[src/design/u2a_pkg.sv]
// ----------------------------------------------------------------------------
// u2a_pkg - shared definitions for the utf-8 to ascii transliterator
// Byte class masks, code point width and the latin-1 letter folding table.
// ----------------------------------------------------------------------------
`default_nettype none

package u2a_pkg;

	localparam int BYTE_W  = 8;
	localparam int CHAR_W  = 7;
	localparam int CNT_W   = 12;
	localparam int LEAD_W  = 5;
	localparam int SKIP_W  = 2;
	localparam int CP_W    = 11;

	// byte class masks and patterns
	localparam logic [BYTE_W-1:0] LEAD2_MASK = 8'hE0;
	localparam logic [BYTE_W-1:0] LEAD2_PAT  = 8'hC0;
	localparam logic [BYTE_W-1:0] LEAD3_MASK = 8'hF0;
	localparam logic [BYTE_W-1:0] LEAD3_PAT  = 8'hE0;
	localparam logic [BYTE_W-1:0] LEAD4_MASK = 8'hF8;
	localparam logic [BYTE_W-1:0] LEAD4_PAT  = 8'hF0;

	// skip counts after multibyte leads
	localparam logic [SKIP_W-1:0] SKIP_LEAD3 = 2'd2;
	localparam logic [SKIP_W-1:0] SKIP_LEAD4 = 2'd3;

	// fixed characters
	localparam logic [CHAR_W-1:0] CH_QUESTION = 7'h3F;
	localparam logic [CHAR_W-1:0] CH_SPACE    = 7'h20;
	localparam logic [CHAR_W-1:0] CH_STAR     = 7'h2A;
	localparam logic [CHAR_W-1:0] CH_NUL      = 7'h00;

	localparam logic [CNT_W-1:0] LIMIT_RESET = 12'd255;

	// fold a two-byte code point to a plain ascii character
	function automatic logic [CHAR_W-1:0] map_code_point(input logic [CP_W-1:0] cp);
		logic [CHAR_W-1:0] ch;
		ch = CH_QUESTION;
		if (cp[CP_W-1:8] == 3'd0) begin
			unique case (cp[7:0])
				8'hB0:                       ch = CH_STAR;
				8'hC0, 8'hC2:                ch = 7'h41; // A
				8'hC7:                       ch = 7'h43; // C
				8'hC8, 8'hC9, 8'hCA:         ch = 7'h45; // E
				8'hCE:                       ch = 7'h49; // I
				8'hD4:                       ch = 7'h4F; // O
				8'hD9, 8'hDB:                ch = 7'h55; // U
				8'hE0, 8'hE2, 8'hE4:         ch = 7'h61; // a
				8'hE7:                       ch = 7'h63; // c
				8'hE8, 8'hE9, 8'hEA, 8'hEB:  ch = 7'h65; // e
				8'hEC, 8'hEE, 8'hEF:         ch = 7'h69; // i
				8'hF2, 8'hF4, 8'hF6:         ch = 7'h6F; // o
				8'hF9, 8'hFB, 8'hFC:         ch = 7'h75; // u
				default:                     ch = CH_QUESTION;
			endcase
		end
		return ch;
	endfunction

endpackage

`default_nettype wire

[src/design/utf8_to_ascii_transliterator.sv]
// ----------------------------------------------------------------------------
// utf8_to_ascii_transliterator - utf-8 byte stream to ascii characters
// Decodes one byte per clock while not stalled, folds accented latin-1 letters, limits length.
// ----------------------------------------------------------------------------
// One byte enters per clock while the output is not stalled and runs through
// an input register, one pass of decode logic and a result register; a new
// byte can be taken every cycle unless a stalled result holds the pipeline.
// The per-string state (pending lead, skip count, emitted count) updates in
// the same pass. A zero byte always produces a terminator (tdata zero, tlast
// high) and clears the string state. Bytes that produce nothing (two-byte
// leads, skipped continuation bytes, stray bytes, bytes past the limit) are
// consumed silently. cfg_wr_data sets the per-string character limit and is
// meant to be written while the stream is idle.
`default_nettype none

module utf8_to_ascii_transliterator (
	input  wire logic        clk,
	input  wire logic        arst_n,
	input  wire logic        cfg_wr_en,
	input  wire logic [11:0] cfg_wr_data,   // output_limit
	input  wire logic        s_axis_tvalid,
	output logic             s_axis_tready,
	input  wire logic [7:0]  s_axis_tdata,  // [7:0] in_byte
	output logic             m_axis_tvalid,
	input  wire logic        m_axis_tready,
	output logic [7:0]       m_axis_tdata,  // [6:0] out_char, [7] zero fill
	output logic             m_axis_tlast   // is_last
);

	localparam int BW = u2a_pkg::BYTE_W;
	localparam int CW = u2a_pkg::CHAR_W;
	localparam int NW = u2a_pkg::CNT_W;

	logic [NW-1:0]             limit_q;
	logic                      valid_s1;
	logic [BW-1:0]             byte_s1;
	logic                      valid_s2;
	logic [CW-1:0]             char_s2;
	logic                      last_s2;

	logic [u2a_pkg::LEAD_W-1:0] lead_q;
	logic                       await_q;
	logic [u2a_pkg::SKIP_W-1:0] skip_q;
	logic [NW-1:0]              count_q;
	logic                       reached_q;

	logic advance;
	logic step;

	// next-state values from the decode pass
	logic [u2a_pkg::LEAD_W-1:0] lead_d;
	logic                       await_d;
	logic [u2a_pkg::SKIP_W-1:0] skip_d;
	logic [NW-1:0]              count_d;
	logic                       reached_d;
	logic                       emit_d;
	logic [CW-1:0]              char_d;
	logic                       last_d;

	// candidate character and whether it goes through the limit check
	logic                       want;
	logic [CW-1:0]              want_char;
	logic [NW-1:0]              count_inc;

	assign advance       = !valid_s2 || m_axis_tready;
	assign step          = valid_s1 && advance;
	assign s_axis_tready = !valid_s1 || advance;

	assign m_axis_tvalid = valid_s2;
	assign m_axis_tdata  = {1'b0, char_s2};
	assign m_axis_tlast  = last_s2;

	// limit register
	always_ff @(posedge clk or negedge arst_n) begin
		if (!arst_n) begin
			limit_q <= u2a_pkg::LIMIT_RESET;
		end else if (cfg_wr_en) begin
			limit_q <= cfg_wr_data;
		end
	end

	// input register
	always_ff @(posedge clk or negedge arst_n) begin
		if (!arst_n) begin
			valid_s1 <= 1'b0;
		end else if (s_axis_tready) begin
			valid_s1 <= s_axis_tvalid;
		end
	end

	always_ff @(posedge clk) begin
		if (s_axis_tvalid && s_axis_tready) begin
			byte_s1 <= s_axis_tdata;
		end
	end

	// byte classification and candidate character
	always_comb begin
		lead_d    = lead_q;
		await_d   = await_q;
		skip_d    = skip_q;
		want      = 1'b0;
		want_char = u2a_pkg::CH_QUESTION;
		last_d    = 1'b0;
		priority if (byte_s1 == '0) begin
			lead_d  = '0;
			await_d = 1'b0;
			skip_d  = '0;
			last_d  = 1'b1;
		end else if (reached_q) begin
			want = 1'b0;
		end else if (skip_q != '0) begin
			skip_d = skip_q - 1'b1;
		end else if (await_q) begin
			await_d   = 1'b0;
			lead_d    = '0;
			want      = 1'b1;
			want_char = u2a_pkg::map_code_point({lead_q, byte_s1[5:0]});
		end else if (!byte_s1[BW-1]) begin
			want      = 1'b1;
			want_char = byte_s1[CW-1:0];
		end else if ((byte_s1 & u2a_pkg::LEAD2_MASK) == u2a_pkg::LEAD2_PAT) begin
			lead_d  = byte_s1[u2a_pkg::LEAD_W-1:0];
			await_d = 1'b1;
		end else if ((byte_s1 & u2a_pkg::LEAD3_MASK) == u2a_pkg::LEAD3_PAT) begin
			skip_d    = u2a_pkg::SKIP_LEAD3;
			want      = 1'b1;
			want_char = u2a_pkg::CH_QUESTION;
		end else if ((byte_s1 & u2a_pkg::LEAD4_MASK) == u2a_pkg::LEAD4_PAT) begin
			skip_d    = u2a_pkg::SKIP_LEAD4;
			want      = 1'b1;
			want_char = u2a_pkg::CH_SPACE;
		end else begin
			want = 1'b0;
		end
	end

	// limit check and count update
	assign count_inc = count_q + 1'b1;

	always_comb begin
		count_d   = count_q;
		reached_d = reached_q;
		emit_d    = 1'b0;
		char_d    = want_char;
		if (last_d) begin
			count_d   = '0;
			reached_d = 1'b0;
			emit_d    = 1'b1;
			char_d    = u2a_pkg::CH_NUL;
		end else if (want) begin
			if (count_q >= limit_q) begin
				reached_d = 1'b1;
			end else begin
				emit_d    = 1'b1;
				count_d   = count_inc;
				reached_d = (count_inc >= limit_q);
			end
		end
	end

	// string state
	always_ff @(posedge clk or negedge arst_n) begin
		if (!arst_n) begin
			lead_q    <= '0;
			await_q   <= 1'b0;
			skip_q    <= '0;
			count_q   <= '0;
			reached_q <= 1'b0;
		end else if (step) begin
			lead_q    <= lead_d;
			await_q   <= await_d;
			skip_q    <= skip_d;
			count_q   <= count_d;
			reached_q <= reached_d;
		end
	end

	// result register
	always_ff @(posedge clk or negedge arst_n) begin
		if (!arst_n) begin
			valid_s2 <= 1'b0;
		end else if (advance) begin
			valid_s2 <= valid_s1 && emit_d;
		end
	end

	always_ff @(posedge clk) begin
		if (step && emit_d) begin
			char_s2 <= char_d;
			last_s2 <= last_d;
		end
	end

	// terminator carries a zero character
	a_term_zero: assert property (@(posedge clk) disable iff (!arst_n)
		valid_s2 && last_s2 |-> char_s2 == u2a_pkg::CH_NUL)
		else $error("terminator with nonzero character");

	// ordinary characters are never zero
	a_char_nonzero: assert property (@(posedge clk) disable iff (!arst_n)
		valid_s2 && !last_s2 |-> char_s2 != u2a_pkg::CH_NUL)
		else $error("zero character without terminator");

	// a terminator leaves the string state clear
	a_term_clears: assert property (@(posedge clk) disable iff (!arst_n)
		step && byte_s1 == '0 |=> count_q == '0 && !await_q && skip_q == '0 && !reached_q)
		else $error("string state not cleared after terminator");

	// a pending lead and a skip run never coexist
	a_await_skip: assert property (@(posedge clk) disable iff (!arst_n)
		!(await_q && skip_q != '0))
		else $error("pending lead while skipping");

	// a stalled result is not overwritten
	a_hold: assert property (@(posedge clk) disable iff (!arst_n)
		valid_s2 && !m_axis_tready |=> valid_s2 && $stable(char_s2) && $stable(last_s2))
		else $error("result changed while stalled");

endmodule

`default_nettype wire

[config.mk]
export PLATFORM = sky130hd
export DESIGN_NAME = utf8_to_ascii_transliterator
export DESIGN_NICKNAME = d
export VERILOG_FILES = /design/src/design/u2a_pkg.sv /design/src/design/utf8_to_ascii_transliterator.sv
export SDC_FILE = /design/constraint.sdc
export NUM_CORES = 1
export LEC_CHECK = 0
export BUFFER_PORTS_ARGS = -buffer_cell sky130_fd_sc_hd__buf_2
export CAP_MARGIN = 25
export CORE_AREA = 5 5 120 122
export CTS_CLUSTER_DIAMETER = 30
export DETAILED_ROUTE_END_ITERATION = 8
export DIE_AREA = 0 0 125 127
export PLACE_DENSITY_LB_ADDON = 0.2
export SYNTH_ARGS = -nofsm -noshare
export SYNTH_HDL_FRONTEND = slang
export SYNTH_SLANG_ARGS = --single-unit
[constraint.sdc]
create_clock -name clk -period 6.46 [get_ports clk]
set_input_delay 0.646 -clock clk [delete_from_list [all_inputs] [get_ports clk]]
set_output_delay 0.646 -clock clk [all_outputs]
set_load 0.02 [all_outputs]
* Word-level counts from Yosys, hierarchy flattened *
Index checks and enable logic that the tools add are counted.

word-level totals
  register bits after elaboration = 51
  output and inout port bits = 11
  word-level logic and storage cells = 130

cells by class
  $add $sub $neg = 2
  magnitude comparators = 2
  eq/ne operators = 36
  muxes and demuxes = 48
  reductions and logical operators = 30

operator list
  cell                   number
  $eq 8x8->1 const B     28
  $pmux 7 s13            1
  $mux 5                 9
  $mux 12                3
  $ge 12x12->1           2
  $mux 1                 21
  $mux 7                 3
  $mux 6                 3
  $mux 2                 8
  $reduce_or 3->1        5
  $add 12x1->12 const B  1
  $reduce_bool 3->1      3
  $logic_not 8->1        1
  $reduce_or 4->1        2
  $reduce_and 3->1       2
  $reduce_and 6->1       1
  $eq 5x5->1 const B     1
  $reduce_and 5->1       1
  $eq 4x4->1 const B     1
  $logic_and 1x1->1      4
  $ne 2x2->1 const B     2
  $reduce_bool 2->1      2
  $reduce_bool 4->1      1
  $reduce_or 2->1        2
  9 further kinds        11

* Depth between registers and ports, before layout *
Gate-level depths: netlist of the first run.

  word-level depth = 12
  depth in mapped cells = 11

* Least setup slack after synthesis of the first run *
OpenSTA, ideal clock, no wires.

  path type = reg-to-reg
  start point = register count_q[0]
  end point = register reached_q
  library setup time = 121 ps
  arrival time = 2,341 ps
  slack = 3,998 ps
  stages on the path, launching flop included = 12
  period minus slack after synthesis = 2,462 ps
  path through = dfrtp_1 ha_1 and3_1 nand3_1 nor3b_1 xor2_1 ha_1 nand4_1 a21oi_1 a2111oi_0 nand3_1 a22o_1

between the ends
  longest elaborated chain between the ends = 5

RTL lines
  what                    RTL line                             source
  start, declared         utf8_to_ascii_transliterator.sv:44   logic [NW-1:0] count_q;
  start signal, assigned  utf8_to_ascii_transliterator.sv:174  count_q <= count_d;
  $add 12x1->12           utf8_to_ascii_transliterator.sv:139  assign count_inc = count_q + 1'b1;
  $ge 12x12->1            utf8_to_ascii_transliterator.sv:157  reached_d = (count_inc >= limit_q);
  $mux 1 (*)              utf8_to_ascii_transliterator.sv:152  if (count_q >= limit_q) begin
  $mux 1 (*)              utf8_to_ascii_transliterator.sv:151  end else if (want) begin
  $mux 1 (*)              utf8_to_ascii_transliterator.sv:146  if (last_d) begin
  end signal, assigned    utf8_to_ascii_transliterator.sv:175  reached_q <= reached_d;
  end, declared           utf8_to_ascii_transliterator.sv:45   logic reached_q;

Every way passes the cells marked *; elsewhere a longest branch is shown, timed or not. The select of a mux whose other input is x is not followed.
A chain may end at the register's enable or synchronous reset.

* Final worst setup path of the first run *
Ends and elaborated chain as after synthesis.

==> flow_summary.json, run 1 <==
{
  "cts_resized": 0,
  "grt_max_degree": 36,
  "cp.required_ns": 6.64,
  "final-hold-violation-count": 0,
  "numCtsBuffers": 5,
  "reg2reg_from": "count_q[0]",
  "drv_cap": 0,
  "synth_edf_count": 16,
  "cts_setup_buffers": 0,
  "drive_gt1_share_pct": 18.46,
  "whs_ns": 0.4574,
  "syn-mean-instance-area_sq_um": 9.694,
  "cp-start-kind": "flip-flop",
  "power_density_nw_per_um2": 312.0,
  "die_area_sq_um": 15880,
  "worstHoldPathType": "primary input to asynchronous set/reset pin",
  "initialDrtViolationCount": 157,
  "first_global_vias": 2568,
  "setup.worst_path.class": "flip-flop to flip-flop",
  "register_area_sq_um": 1366,
  "synth_area_sq_um": 3228,
  "syn_to_final_growth_pct": 14.77,
  "ant_nets": 0,
  "grt_pass1_wl_microns": 13160,
  "fmax_mhz": 328.6,
  "maxSlewViolCount": 0,
  "outcome": "finished, final reports clean",
  "synthDistinctLibCells": 58,
  "setup_viol": 0,
  "fin_crit_ns": 3.043,
  "crit_start": "count_q[0]",
  "final_nets": 413,
  "place_congestion": 0.7398,
  "fillers": 1376,
  "syn-num-nets": 384,
  "endpoint_kind": "flip-flop",
  "overflow": 0,
  "synth_seq_cells": 51,
  "ys_seq_area_share_pct": 42.33,
  "setup_tns_ns": 0,
  "fp.dieW_microns": 125,
  "dr.pass1.iters": 4,
  "async_reset_ff_share_pct": 68.63,
  "drt-vias-per-instance": 4.703,
  "max-vdd-ir-drop_v": 0.0001297,
  "cts_max_path_buffers": 2,
  "rows": 42,
  "num_io_pins": 36,
  "cp.arrival_ns": 3.23,
  "final_cell_area_sq_um": 3705,
  "placeableCoreArea_sq_um": 13090,
  "reg2reg_depth": 11,
  "antenna_found_initial": 0,
  "clk_latency_ns": 0.30,
  "cts_sinks": 51,
  "htreeDepth": 2,
  "ctsHoldBuffers": 0,
  "skew_ns": 0.008432,
  "drc": 0,
  "routed_wl_microns": 7610,
  "cts_tree": "built",
  "wl_per_cell_microns": 14.12,
  "track_usage_pct": 10.06,
  "cellLeakagePower_uw": 0.001609,
  "initial_utilization_pct": 24.67,
  "netlist_instances": 333,
  "ctsRootBufferMaster": "clkbuf_16",
  "post-route-util_pct": 28.31,
  "port_buffers": 34,
  "dpl_cell_area_sq_um": 3556,
  "rsz0062_at_grt": "false",
  "slew_headroom_pct": 43.53,
  "critPathMaxFanout": 5,
  "antenna_cells": 0,
  "multi_input_area_sq_um": 1695,
  "die_h_microns": 127,
  "path_clk_slew_ns": 0.07,
  "tightest_slew_ns": 0.8470,
  "place_hpwl_microns": 5677,
  "ys.flop_type": "dfrtp_1",
  "vias": 2535,
  "fin_crit_sh_pct": 47.11,
  "synth_warnings": 0
}
cell usage in the layout, fill, tap and decap left out, drive strengths merged, types with 2 or more instances in the layout:
cell type	Yosys	routed
a211o	3	3
nand2	32	32
a21o	6	6
nand4	9	9
a21oi	16	16
nor3b	2	2
nor3	7	7
o211ai	4	4
or4	2	2
dfrtp	27	27
o21a	2	2
inv	25	26
a211oi	7	7
buf	8	35
o21ai	27	27
clkinvlp	0	2
o31ai	3	3
edfxtp	16	16
or2	4	4
dfstp	8	8
nand2b	8	8
and3	5	5
nand3	10	10
a32o	6	6
nor2b	8	8
a31oi	6	6
mux2	2	2
a22o	6	6
o221ai	3	3
a21boi	4	4
xnor2	3	3
clkbuf	5	5
ha	26	26
nor2	12	12
xor2	4	4
and2	4	4
through the flow:
stage | cells | total power [uW] | setup slack [ns]
finish | 539 | 1156 | 3.417
global placement | 531 | 884.4 | 3.375
CTS | 539 | 1171 | 3.362
global route | 539 | 1253 | 3.136
floorplan | 333 | 777.7 | 3.998
detailed placement | 531 | 891.4 | 3.418
synthesized netlist by cell type (7+ instances only):
| cell | n | area [sq um] |
|---|---|---|
| nand3_1 | 10 | 50.05 |
| edfxtp_1 | 16 | 480.5 |
| nor2_1 | 11 | 41.29 |
| dfstp_2 | 8 | 210.2 |
| a211oi_1 | 7 | 52.55 |
| dfrtp_1 | 27 | 675.7 |
| nand2_1 | 31 | 116.4 |
| nand2b_1 | 8 | 50.05 |
| ha_1 | 26 | 325.3 |
| nor2b_1 | 8 | 50.05 |
| nand4_1 | 9 | 56.30 |
| inv_1 | 24 | 90.09 |
| a21oi_1 | 15 | 75.07 |
| o21ai_0 | 21 | 105.1 |
metal layers:
layer	track usage (%)	routed length (microns)
met3	1.544	191
met2	16.13	3443
met5	0	0
met4	3.635	109
met1	13.85	3867
where the power goes:
group	leakage, uW	total (uW)	switching (uW)	internal (uW)
combinational	0.000972	396	218	178
clock	0.0000664	274	129	145
sequential	0.000571	486	82.3	403
total	0.00161	1160	429	727
sequential cells by signal (all words and copies together) (netlist names):
| signal | count |
|---|---|
| valid_s1 | 1 |
| await_q | 1 |
| skip_q | 2 |
| limit_q | 12 |
| char_s2 | 7 |
| reached_q | 1 |
| byte_s1 | 8 |
| m_axis_tlast | 1 |
| lead_q | 5 |
| count_q | 12 |
| m_axis_tvalid | 1 |
worst max-delay path, stage by stage, from the launching register on:
cell       delay (ns)
dfrtp_1          0.44
ha_1             0.25
and3_1           0.24
nand3_1          0.14
nor3b_1          0.26
xor2_1           0.24
ha_1             0.28
nand4_1          0.12
a21oi_1          0.06
a2111oi_0        0.49
nand3_1          0.17
a22o_1           0.24
cells by family (layout without fill, tap and decap cells):
| group | count (synthesis) | after routing | synth area share, % |
|---|---|---|---|
| xor+xnor | 7 | 7 | 1.899 |
| buf+inv | 38 | 68 | 5.155 |
| mux | 3 | 3 | 1.008 |
| fa+ha+maj | 26 | 26 | 10.08 |
| simple gates | 108 | 108 | 18.22 |
| flops | 51 | 51 | 42.33 |
| other cells | 1 | 1 | 0.1162 |
| compound gates | 99 | 99 | 21.20 |
path summary, 6_finish.rpt:
check / slack (ns) / to
max: 3.42 / reached_q
min: 0.46 / limit_q[8]
max reg2reg: 3.42 / reached_q
min reg2reg: 0.49 / skip_q[1]
max in group asynchronous: 5.47 / skip_q[1]
min in group clk: 0.49 / skip_q[1]
cell type report:
class | count | area share, %
clock buffer | 5 | 3.377
clock inverter | 3 | 0.6417
inverter | 25 | 2.600
multi-input combinational | 244 | 45.76
sequential | 51 | 36.88
tap | 176 | 5.944
timing repair buffer | 35 | 4.796
Note: power is estimated with default switching activity, not from simulation.
==> inputs of run 2 (changes only) <==
==> constraint.sdc (replaced) <==
create_clock -name clk -period 2.8 [get_ports clk]
set_input_delay 0.28 -clock clk [delete_from_list [all_inputs] [get_ports clk]]
set_output_delay 0.28 -clock clk [all_outputs]
set_load 0.02 [all_outputs]
==> flow_summary.json, run 2 (synthesis gave the netlist of run 1 again) <==
{
  "outcome": "finished, final reports clean",
  "first_global_vias": 2647,
  "cp-start-kind": "flip-flop",
  "die_h_microns": 127,
  "track_usage_pct": 9.919,
  "antenna_found_initial": 0,
  "dp_cells": 542,
  "grt_max_degree": 36,
  "final-hold-violation-count": 0,
  "dpl_cell_area_sq_um": 3638,
  "clk_latency_ns": 0.29,
  "layout_top_registers": "count_q: 12 flops, limit_q: 12 flops, byte_s1: 8 flops",
  "drv_cap": 0,
  "wl_per_cell_microns": 13.72,
  "num_io_pins": 36,
  "cellLeakagePower_uw": 0.001688,
  "worstHoldPathType": "primary input to asynchronous set/reset pin",
  "final_cell_area_sq_um": 3826,
  "tightest_slew_ns": 0.8036,
  "pre_cts_ws_ns": 0.03246,
  "path_clk_slew_ns": 0.07,
  "htreeDepth": 2,
  "critPathBufInv": 0,
  "ctsRootBufferMaster": "clkbuf_16",
  "initialDrtViolationCount": 121,
  "final_cells": 551,
  "final_nets": 425,
  "grt_pass1_wl_microns": 13160,
  "antenna_cells": 0,
  "die_area_sq_um": 15880,
  "vias": 2555,
  "cts_max_path_buffers": 2,
  "p_total_uw": 2800,
  "initial_utilization_pct": 24.67,
  "skew_ns": 0.004874,
  "place_hpwl_microns": 5706,
  "drt-vias-per-instance": 4.637,
  "numCtsBuffers": 5,
  "port_buffers": 34,
  "cpPeakStageDelay_ns": 0.41,
  "dr.pass1.iters": 4,
  "ctsHoldBuffers": 0,
  "setup_viol": 0,
  "cp.required_ns": 2.99,
  "fp.dieW_microns": 125,
  "slew_headroom_pct": 46.43,
  "path_cells": "ha_1 > and3_1 > nand3_1 > nor3b_2 > xor2_1 > ha_1 > nand4_1 > a21oi_1 > a2111oi_2 > nand3_1 > a22o_1",
  "maxSlewViolCount": 0,
  "mostFrequentLayoutCell": "buf_2",
  "fin_ws_ns": 0.1596,
  "fin_crit_sh_pct": 94.30,
  "ant_nets": 0,
  "cp.arrival_ns": 2.83,
  "endpoint_kind": "flip-flop",
  "critPathMaxFanout": 5,
  "critPathTopFamily": "simple AND/OR/NAND/NOR gates",
  "drive_gt1_share_pct": 21.60,
  "setup.worst_path.class": "flip-flop to flip-flop",
  "syn_to_final_growth_pct": 18.53,
  "fmax_mhz": 378.7,
  "power_density_nw_per_um2": 731.8,
  "cts_tree": "built",
  "rows": 42,
  "place_congestion": 0.7809,
  "overflow": 0,
  "placeableCoreArea_sq_um": 13090,
  "max-vdd-ir-drop_v": 0.0002822,
  "fillers": 1378,
  "cp_slowest_cell": "dfrtp_1",
  "cts_sinks": 51,
  "routed_wl_microns": 7558,
  "drc": 0,
  "mostFrequentLayoutCells": "34 x buf_2, 31 x nand2_1, 27 x dfrtp_1",
  "fin_crit_ns": 2.640
}
==> run 2: metrics by stage <==
stage,TNS [ns],hold WS (ns),util (%)
4_1_cts,0,0.1183,29.10
2_1_floorplan,0,-0.01559,-
3_5_place_dp,0,0.4371,27.81
3_3_place_gp,0,0.4268,27.81
5_1_grt,-0.01235,0.1469,29.24
6_report,0,0.07940,29.24
==> run 2: path summary, 6_finish.rpt <==
| path | startpoint | end | slack [ns] | depth (start not counted) |
|---|---|---|---|---|
| max in group asynchronous | arst_n | lead_q[0] | 2.22 | 1 |
| worst min register to register | skip_q[1] | skip_q[1] | 0.47 | 2 |
| worst max-delay path | count_q[1] | reached_q | 0.16 | 11 |
| worst max register to register | count_q[1] | reached_q | 0.16 | 11 |
| worst min-delay path | arst_n | count_q[1] | 0.08 | 1 |
| min in group clk | s_axis_tdata[4] | byte_s1[4] | 0.16 | 1 |
==> run 2: layout make-up <==
| type | instances | area [sq um] | share of cell area (%) |
|---|---|---|---|
| multi-input combinational | 244 | 1707 | 44.60 |
| sequential | 51 | 1366 | 35.71 |
| timing repair buffer | 47 | 267.8 | 6.998 |
| tap | 176 | 220.2 | 5.755 |
| clock buffer | 5 | 125.1 | 3.270 |
| inverter | 25 | 96.34 | 2.518 |
| clock inverter | 3 | 43.79 | 1.145 |
==> run 2: metal layers <==
metal / share of wire, % / GRT usage [%]
met5: 0 / 0
met4: 2.0 / 3.508
met3: 2.2 / 1.628
met2: 46 / 16.17
met1: 50 / 13.40
==> run 2: what timing repair did <==
item	in CTS	in global routing
buffers inserted	0	1
setup endpoints to repair	0	1
resized for setup	0	3
==> run 2: worst reg2reg max path: stages, from the launching register on <==
cell,delay (ns)
dfrtp_1,0.41
ha_1,0.23
and3_1,0.22
nand3_1,0.15
nor3b_2,0.21
xor2_1,0.22
ha_1,0.28
nand4_1,0.12
a21oi_1,0.08
a2111oi_2,0.30
nand3_1,0.13
a22o_1,0.20
==> run 2: power breakdown <==
group | switching, uW | leakage [uW] | total [uW] | internal, uW
Clock | 283 | 0.0000838 | 705 | 422
Sequential | 152 | 0.000571 | 1080 | 931
Combinational | 543 | 0.00103 | 1010 | 468
Total | 979 | 0.00169 | 2800 | 1820
